==> config.mk <==
export PLATFORM = sky130hd
export DESIGN_NAME = srtf_tick_scheduler_top_flat
export DESIGN_NICKNAME = d
export VERILOG_FILES = /design/src/design/srtf_pkg.sv /design/src/design/srtf_if.sv /design/src/design/srtf_tick_scheduler_top.sv /design/src/flat_wrapper.sv
export SDC_FILE = /design/constraint.sdc
export NUM_CORES = 1
export LEC_CHECK = 0
export ABC_CLOCK_PERIOD_IN_PS = 18900
export BUFFER_PORTS_ARGS = -buffer_cell sky130_fd_sc_hd__buf_4
export CORE_ASPECT_RATIO = 1.1
export CORE_MARGIN = 2
export CORE_UTILIZATION = 60
export DETAILED_ROUTE_END_ITERATION = 10
export GPL_ROUTABILITY_DRIVEN = 0
export GPL_TIMING_DRIVEN = 1
export PLACE_DENSITY = 0.8
export SLEW_MARGIN = 20
export SYNTH_ARGS = -nofsm -noshare
export SYNTH_HDL_FRONTEND = slang
export SYNTH_SLANG_ARGS = --single-unit
==> constraint.sdc <==
create_clock -name clk -period 18.9 [get_ports clk]
set_input_delay 1.89 -clock clk [delete_from_list [all_inputs] [get_ports clk]]
set_output_delay 1.89 -clock clk [all_outputs]
set_load 0.01 [all_outputs]
==> src/design/srtf_pkg.sv <==
// shared types and constants of the srtf tick scheduler
package srtf_pkg;

	localparam int DEFAULT_MAX_PROCESSES = 16;
	localparam int DATA_W  = 16;
	localparam int SLOT_W  = 4;
	localparam int CMD_W   = 2;
	localparam int COUNT_W = 5;

	typedef enum logic [CMD_W-1:0] {
		CMD_LOAD    = 2'd0,
		CMD_TICK    = 2'd1,
		CMD_RESTART = 2'd2,
		CMD_NOP     = 2'd3
	} cmd_t;

	typedef struct packed {
		logic [CMD_W-1:0]  command;
		logic [SLOT_W-1:0] slot;
		logic [DATA_W-1:0] arrival_time;
		logic [DATA_W-1:0] burst_time;
	} cmd_word_t;

	typedef struct packed {
		logic [SLOT_W-1:0] running_slot;
		logic              busy_res;
		logic              finished;
		logic [SLOT_W-1:0] finished_slot;
		logic [DATA_W-1:0] wait_time;
		logic [DATA_W-1:0] turnaround_time;
	} res_word_t;

	// one entry of the slot memory
	typedef struct packed {
		logic [DATA_W-1:0] arrival;
		logic [DATA_W-1:0] burst;
	} slot_entry_t;

endpackage

==> src/design/srtf_if.sv <==
// valid/ready channels for command and result words
interface srtf_cmd_if;
	import srtf_pkg::*;
	logic      valid;
	logic      ready;
	cmd_word_t data;
	modport source(output valid, output data, input ready);
	modport sink(input valid, input data, output ready);
endinterface

interface srtf_res_if;
	import srtf_pkg::*;
	logic      valid;
	logic      ready;
	res_word_t data;
	modport source(output valid, output data, input ready);
	modport sink(input valid, input data, output ready);
endinterface

==> src/design/srtf_tick_scheduler_top.sv <==
// srtf tick scheduler: slot memories, scan sequencer and result register
// load and no-op words: EMIT registers the result when free, next word taken after it
// tick: update, then a scan reading one slot per cycle over the slots in use
// restart: the sweep copies burst into remaining time
// one word at a time; the result register lets the next word in while a result waits
// arst_n clears time, running slot and count, sets every done mark; memories are not reset
module srtf_tick_scheduler_top #(
	parameter int MAX_PROCESSES = srtf_pkg::DEFAULT_MAX_PROCESSES
) (
	input  logic                         clk,
	input  logic                         arst_n,
	input  logic                         cfg_we,
	input  logic [srtf_pkg::COUNT_W-1:0] cfg_wdata,
	srtf_cmd_if.sink                     cmd,
	srtf_res_if.source                   res
);
	import srtf_pkg::*;

	localparam int IDX_W  = (MAX_PROCESSES > 1) ? $clog2(MAX_PROCESSES) : 1;
	localparam int NCNT_W = $clog2(MAX_PROCESSES + 1);
	localparam int CNT_W  = (NCNT_W > COUNT_W) ? NCNT_W : COUNT_W;
	localparam int SW     = (IDX_W > SLOT_W) ? IDX_W : SLOT_W;

	typedef enum logic [4:0] {
		ST_IDLE  = 5'b00001,
		ST_UPD   = 5'b00010,
		ST_SCAN  = 5'b00100,
		ST_SWEEP = 5'b01000,
		ST_EMIT  = 5'b10000
	} state_t;

	state_t state_q;

	logic [COUNT_W-1:0]       pc_q;
	logic [DATA_W-1:0]        time_q;
	logic [IDX_W-1:0]         cur_slot_q;
	logic [MAX_PROCESSES-1:0] done_q;

	// slot memories
	slot_entry_t       ab_mem [MAX_PROCESSES];
	logic [DATA_W-1:0] rem_mem [MAX_PROCESSES];
	slot_entry_t       ab_rd_q;
	logic [DATA_W-1:0] rem_rd_q;

	// scan engine
	logic [CNT_W-1:0]  rd_i_q;
	logic              vld_s1;
	logic [IDX_W-1:0]  idx_s1;
	logic              found_q;
	logic [IDX_W-1:0]  best_q;
	logic [DATA_W-1:0] best_rem_q;
	logic [DATA_W-1:0] best_arr_q;

	// per-word results
	logic              busy_q;
	logic              fin_q;
	logic [IDX_W-1:0]  fslot_q;
	logic [DATA_W-1:0] wait_q;
	logic [DATA_W-1:0] tat_q;

	logic      out_valid_q;
	res_word_t out_q;

	logic [CNT_W-1:0]  n_slots;
	logic [CNT_W-1:0]  pc_ext;
	logic              accept;
	logic [IDX_W-1:0]  rd_addr;
	logic              scan_issue;
	logic [SW-1:0]     load_slot_ext;
	logic              load_ok;
	logic              ab_we;
	logic              rem_we;
	logic [IDX_W-1:0]  rem_waddr;
	logic [DATA_W-1:0] rem_wdata;
	logic              cur_elig;
	logic              served;
	logic              fin;
	logic [DATA_W-1:0] completion;
	logic [DATA_W-1:0] tat;
	logic [DATA_W-1:0] wait_v;
	logic              tick_elig;
	logic              tick_better;
	logic              sweep_better;
	logic              out_free;
	logic [SW-1:0]     cur_ext;
	logic [SW-1:0]     fslot_ext;

	assign pc_ext  = CNT_W'(pc_q);
	assign n_slots = (pc_ext > CNT_W'(MAX_PROCESSES)) ? CNT_W'(MAX_PROCESSES) : pc_ext;

	assign cmd.ready = (state_q == ST_IDLE);
	assign accept    = cmd.valid && cmd.ready;
	assign out_free  = !out_valid_q || res.ready;

	assign res.valid = out_valid_q;
	assign res.data  = out_q;

	assign load_slot_ext = SW'(cmd.data.slot);
	assign load_ok       = cmd.data.slot < MAX_PROCESSES;
	assign ab_we         = accept && (cmd.data.command == CMD_LOAD) && load_ok;

	assign rd_addr    = (state_q == ST_IDLE) ? cur_slot_q : rd_i_q[IDX_W-1:0];
	assign scan_issue = rd_i_q < n_slots;

	// update of the running slot
	assign cur_elig   = (CNT_W'(cur_slot_q) < n_slots) && !done_q[cur_slot_q]
	                    && (ab_rd_q.arrival <= time_q);
	assign served     = cur_elig && (rem_rd_q != '0);
	assign fin        = cur_elig && (rem_rd_q <= DATA_W'(1));
	assign completion = (time_q == '1) ? time_q : time_q + 1'b1;
	assign tat        = (completion > ab_rd_q.arrival) ? completion - ab_rd_q.arrival : '0;
	assign wait_v     = (tat > ab_rd_q.burst) ? tat - ab_rd_q.burst : '0;

	// selection over the scanned entry
	assign tick_elig    = !done_q[idx_s1] && (ab_rd_q.arrival <= time_q);
	assign tick_better  = !found_q || (rem_rd_q < best_rem_q)
	                      || ((rem_rd_q == best_rem_q) && (ab_rd_q.arrival < best_arr_q));
	assign sweep_better = !found_q || (ab_rd_q.arrival < best_arr_q);

	always_comb begin
		rem_we    = 1'b0;
		rem_waddr = cur_slot_q;
		rem_wdata = rem_rd_q - 1'b1;
		if (state_q == ST_UPD) begin
			rem_we = served;
		end else if (state_q == ST_SWEEP) begin
			rem_we    = vld_s1;
			rem_waddr = idx_s1;
			rem_wdata = ab_rd_q.burst;
		end
	end

	assign cur_ext   = SW'(cur_slot_q);
	assign fslot_ext = SW'(fslot_q);

	always_ff @(posedge clk) begin
		if (ab_we) begin
			ab_mem[load_slot_ext[IDX_W-1:0]] <= '{arrival: cmd.data.arrival_time,
			                                      burst: cmd.data.burst_time};
		end
		ab_rd_q <= ab_mem[rd_addr];
	end

	always_ff @(posedge clk) begin
		if (rem_we) begin
			rem_mem[rem_waddr] <= rem_wdata;
		end
		rem_rd_q <= rem_mem[rd_addr];
	end

	always_ff @(posedge clk or negedge arst_n) begin
		if (!arst_n) begin
			pc_q <= '0;
		end else if (cfg_we) begin
			pc_q <= cfg_wdata;
		end
	end

	// a new result word may replace one taken on the same edge
	always_ff @(posedge clk or negedge arst_n) begin
		if (!arst_n) begin
			out_valid_q <= 1'b0;
		end else if (state_q == ST_EMIT && out_free) begin
			out_valid_q <= 1'b1;
		end else if (res.ready) begin
			out_valid_q <= 1'b0;
		end
	end

	always_ff @(posedge clk or negedge arst_n) begin
		if (!arst_n) begin
			state_q     <= ST_IDLE;
			time_q      <= '0;
			cur_slot_q  <= '0;
			done_q      <= '1;
			rd_i_q      <= '0;
			vld_s1      <= 1'b0;
			found_q     <= 1'b0;
		end else begin
			unique case (state_q)
				ST_IDLE: begin
					if (accept) begin
						busy_q  <= 1'b0;
						fin_q   <= 1'b0;
						fslot_q <= '0;
						wait_q  <= '0;
						tat_q   <= '0;
						rd_i_q  <= '0;
						vld_s1  <= 1'b0;
						found_q <= 1'b0;
						if (cmd.data.command == CMD_TICK) begin
							state_q <= ST_UPD;
						end else if (cmd.data.command == CMD_RESTART) begin
							time_q <= '0;
							for (int i = 0; i < MAX_PROCESSES; i++) begin
								done_q[i] <= !(CNT_W'(i) < n_slots);
							end
							state_q <= ST_SWEEP;
						end else begin
							state_q <= ST_EMIT;
						end
					end
				end
				ST_UPD: begin
					busy_q  <= served;
					fin_q   <= fin;
					fslot_q <= fin ? cur_slot_q : '0;
					wait_q  <= fin ? wait_v : '0;
					tat_q   <= fin ? tat : '0;
					if (fin) begin
						done_q[cur_slot_q] <= 1'b1;
					end
					time_q <= completion;
					// scan starts after the update state so the write-back is visible
					state_q <= ST_SCAN;
				end
				ST_SCAN, ST_SWEEP: begin
					vld_s1 <= scan_issue;
					idx_s1 <= rd_i_q[IDX_W-1:0];
					if (scan_issue) begin
						rd_i_q <= rd_i_q + 1'b1;
					end
					if (vld_s1) begin
						if (state_q == ST_SCAN) begin
							if (tick_elig && tick_better) begin
								found_q    <= 1'b1;
								best_q     <= idx_s1;
								best_rem_q <= rem_rd_q;
								best_arr_q <= ab_rd_q.arrival;
							end
						end else if (sweep_better) begin
							found_q    <= 1'b1;
							best_q     <= idx_s1;
							best_arr_q <= ab_rd_q.arrival;
						end
					end
					if (!scan_issue && !vld_s1) begin
						if (found_q) begin
							cur_slot_q <= best_q;
						end else if (state_q == ST_SWEEP) begin
							cur_slot_q <= '0;
						end
						state_q <= ST_EMIT;
					end
				end
				ST_EMIT: begin
					if (out_free) begin
						state_q <= ST_IDLE;
					end
				end
				default: begin
					state_q <= ST_IDLE;
				end
			endcase
		end
	end

	// result word payload
	always_ff @(posedge clk) begin
		if (state_q == ST_EMIT && out_free) begin
			out_q.running_slot    <= cur_ext[SLOT_W-1:0];
			out_q.busy_res        <= busy_q;
			out_q.finished        <= fin_q;
			out_q.finished_slot   <= fslot_ext[SLOT_W-1:0];
			out_q.wait_time       <= wait_q;
			out_q.turnaround_time <= tat_q;
		end
	end

endmodule

==> src/flat_wrapper.sv <==
// flat-port wrapper written by rule: the top's interface ports become plain ports
module srtf_tick_scheduler_top_flat import srtf_pkg::*;
#(
	parameter int MAX_PROCESSES = srtf_pkg::DEFAULT_MAX_PROCESSES
)
  (clk, arst_n, cfg_we, cfg_wdata, cmd_valid, cmd_data, cmd_ready, res_valid, res_data, res_ready);
  srtf_cmd_if cmd_i ();
  srtf_res_if res_i ();
  input  logic clk;
  input  logic arst_n;
  input  logic cfg_we;
  input  logic [srtf_pkg::COUNT_W-1:0] cfg_wdata;
  input wire logic [$bits(cmd_i.valid)-1:0] cmd_valid;
  input wire logic [$bits(cmd_i.data)-1:0] cmd_data;
  output wire logic [$bits(cmd_i.ready)-1:0] cmd_ready;
  output wire logic [$bits(res_i.valid)-1:0] res_valid;
  output wire logic [$bits(res_i.data)-1:0] res_data;
  input wire logic [$bits(res_i.ready)-1:0] res_ready;
  assign cmd_i.valid = cmd_valid;
  assign cmd_i.data = cmd_data;
  assign cmd_ready = cmd_i.ready;
  assign res_valid = res_i.valid;
  assign res_data = res_i.data;
  assign res_i.ready = res_ready;
  srtf_tick_scheduler_top #(.MAX_PROCESSES(MAX_PROCESSES)) u_core (.clk(clk), .arst_n(arst_n), .cfg_we(cfg_we), .cfg_wdata(cfg_wdata), .cmd(cmd_i), .res(res_i));
endmodule
==> summary.txt <==
Outcome
  • Status: finished clean

Floorplanning
  • Core Rows: 101
  • Die area: 71900 um^2
  • Die Ht: 281 um
  • Core area: 69000 um^2
  • Ports: 92
  • Chip width: 256 um
  • Initial core utilization: 60.6%

Route
  • Via count: 27700
  • WL/cell: 22.7 um
  • Routed WL: 101000 um
  • Drt pass-1 iters: 5
  • Via density: 6.20
  • Detailed router's first-iteration violation count: 3088
  • Antenna Violating Nets Remaining: 0
  • Drc violations: 0

Clocking
  • Clock Tree Buf Depth: 3
  • CTS root buffer: clkbuf_16
  • Post-CTS Setup Bufs: 0
  • Hold buffer count at CTS: 0
  • Clock transition at path regs: 60 ps
  • CTS tree: built
  • Clk sinks: 990
  • H-Tree Level Count: 3
  • CTS resizes: 0
  • Num CTS Buffers: 93
  • Clk_lat worst skew: 670 ps

Yosys
  • Number of synthesized flops with an enable pin: 888
  • Primary FF master, synth: edfxtp_1
  • Syn_nets: 3560
  • Post-synthesis async set-or-reset flop share: 5.45%
  • Count leader, synth: edfxtp_1
  • Sequential share of the synthesized area: 69.3%
  • Syn. warnings: 0
  • Synth Instances: 3416
  • Post-synth top area cell: edfxtp_1
  • Share of the synthesized area in the top cell type: 63.7%
  • Synth top cells by count: 888 x edfxtp_1, 862 x nand2_1, 410 x nand3_1, 151 x clkbuf_1, 134 x nor2_1
  • Synthesized flop and latch total: 990
  • Leading post-synthesis cells by cell area: edfxtp_1 64%, nand2_1 7.7%, nand3_1 4.9%, ha_1 2.8%, dfxtp_1 2.3%
  • Yosys cell types: 72
  • Avg Cell Area, Syn: 12.2 um^2
  • Mapped Area: 41800 um^2

GRT
  • Global route overflow: 0
  • Maximum number of pins on one net before global-route repair: 170
  • Met1 usage: 34.7%
  • First-pass GRT wire length: 154000 um
  • Met3 Usage GRT: 4.34%
  • Total track usage: 28.0%
  • Met2 GRT Util: 49.0%
  • Vias in the first global route: 27000
  • Initial antenna violation count: 3
  • GR peak layer: met2

Job
  • Max-Cap Viols: 0

Power and ir drop
  • Net Switching: 1.43 mW
  • LEAKAGE: 16.8 nW
  • Switching share of power: 27.2%
  • Power per cell area: 113 nW/um^2
  • Sequential share of power: 50.2%
  • P_int: 3.83 mW
  • Logic pwr share: 15.6%
  • Max VDD drop: 0.0793 mV
  • Clock share of power: 34.2%

Timing
  • Setup total negative slack: 0 ps
  • Final hold viol count: 0
  • Worst Hold Margin: 417 ps
  • Slew Limit Fails: 0
  • Worst setup margin: 10770 ps
  • Post-layout min period: 8130 ps
  • Setup violators final: 0
  • Max Freq: 123 MHz
  • Worst-Margin Slew: 1180 ps
  • Final period util: 43.0%
  • Relative slew margins: 21.1%
  • RSZ-0062 raised after global routing: false
  • Fin Clk Skew: 38.6 ps

Critical path
  • Worst EP required: 19260 ps
  • Reg2reg path depth: 25
  • CP endpoint kind: flip-flop
  • R2R Path End: u_core.wait_q[12]
  • Max Fanout on Critical Path: 16
  • Reg-to-Reg Start: u_core.time_q[3]
  • Kind of start point of the critical path: flip-flop
  • Crit path arrival time: 8480 ps
  • Flop2flop setup slack: 10770 ps
  • Critical path type: flip-flop to flip-flop

Place
  • Placed insts: 4300
  • Post-detail-place hpwl: 56500 um
  • Port Buffers: 91
  • Pre-CTS setup slack: 10900 ps

Worst hold path
  • Worst min path class: flip-flop to flip-flop
  • Hold path cells: 0
  • Min-delay src: u_core.tat_q[9]
  • WHS Endpoint: u_core.res.data[9]

Layout
  • Layout cells sized above 1: 10.6%
  • Layout Cells excl Fill: 4472
  • Total Nets Final: 3612
  • Synth-to-Final Area Change: 11.5%
cell usage in the layout (no fill, tap or decap), types with 32 or more instances in the layout:
cell,count
a21oi_1,50
a311oi_1,96
a31oi_1,55
and3_1,54
buf_4,139
clkbuf_16,94
dfrtp_1,37
dfxtp_1,48
edfxtp_1,888
ha_1,94
inv_1,112
nand2_1,862
nand3_1,410
nor2_1,119
o21ai_0,54
xnor2_1,32
critical path: stages, from the launching register on:
cell and delay [ps]:
dfrtp_1 450, and4_1 290, nand4_1 270, nor3_1 720
nor2_1 230, and4_1 320, nand3_1 150, xnor2_1 150
ha_1 300, a21o_1 200, a21oi_1 260, o21ai_0 150
a211oi_1 420, o21ai_0 200, nand2_1 420, or2_2 200
ha_1 140, inv_1 60, fa_1 470, a211o_1 330
a21oi_1 200, o211ai_1 130, a2111oi_0 840, nor3_1 180
o311ai_4 650, nor2_1 130
sequential cells by signal (all words and copies together), names as in the netlist, 32 cells and up:
register	count
u_core.ab_mem	512
u_core.res.data	42
u_core.rem_mem	256
u_core.ab_rd_q	32
power by group through the flow:
stage,registers [mW],logic (mW),clock network [mW]
global route,2.65,0.902,1.90
finish,2.64,0.824,1.80
detailed placement,2.69,0.807,0
global placement,2.68,0.784,0
CTS,2.64,0.813,1.81
floorplan,2.65,0.541,0
logic make-up (layout without fill, tap and decap cells):
logic type	count (synthesis)	count (layout)	share of synthesized area, %
flops	990	990	69.3
simple gates	1576	1576	16.4
buf+inv	298	426	2.75
xor+xnor	54	54	1.13
fa+ha+maj	96	96	2.91
compound gates	372	372	6.43
other cells	0	1	0
mux	30	30	1.06
final cells by class:
type                       instances  area [um^2]
multi-input combinational       2128        12000
inverter                         112          420
antenna                            1         2.50
fill                            4687        22400
sequential                       990        29000
timing repair buffer             143         1120
tap                              927         1160
clock inverter                    41          380
clock buffer                     130         2570
through the flow:
| step | power, mW | instance area [um^2] | util, % |
|---|---|---|---|
| final | 5.27 | 46600 | 67.6 |
| after global routing | 5.45 | 46600 | 67.6 |
| after CTS | 5.26 | 46600 | 67.5 |
| after detailed placement | 3.49 | 43700 | 63.3 |
| after global placement | 3.47 | 43600 | 63.3 |
| after floorplan | 3.19 | 41800 | - |
how the worst max path moves through the flow:
stage / from / depth (start not counted) / slack, ps / to
global placement: u_core.time_q[3] / 25 / 11070 / u_core.wait_q[4]
global route: u_core.time_q[3] / 25 / 10250 / u_core.wait_q[2]
detailed placement: u_core.time_q[3] / 25 / 10900 / u_core.wait_q[12]
finish: u_core.time_q[3] / 25 / 10770 / u_core.wait_q[12]
floorplan: u_core.time_q[0] / 26 / 12300 / u_core.wait_q[10]
CTS: u_core.time_q[3] / 25 / 10900 / u_core.wait_q[12]
layer usage:
layer,share of wire [%],vias up
met1,37,13400
met4,3.8,4
met2,50,1486
met5,0.023,-
met3,8.7,280
li1,-,12500
Power figures use the tool's default switching activity.
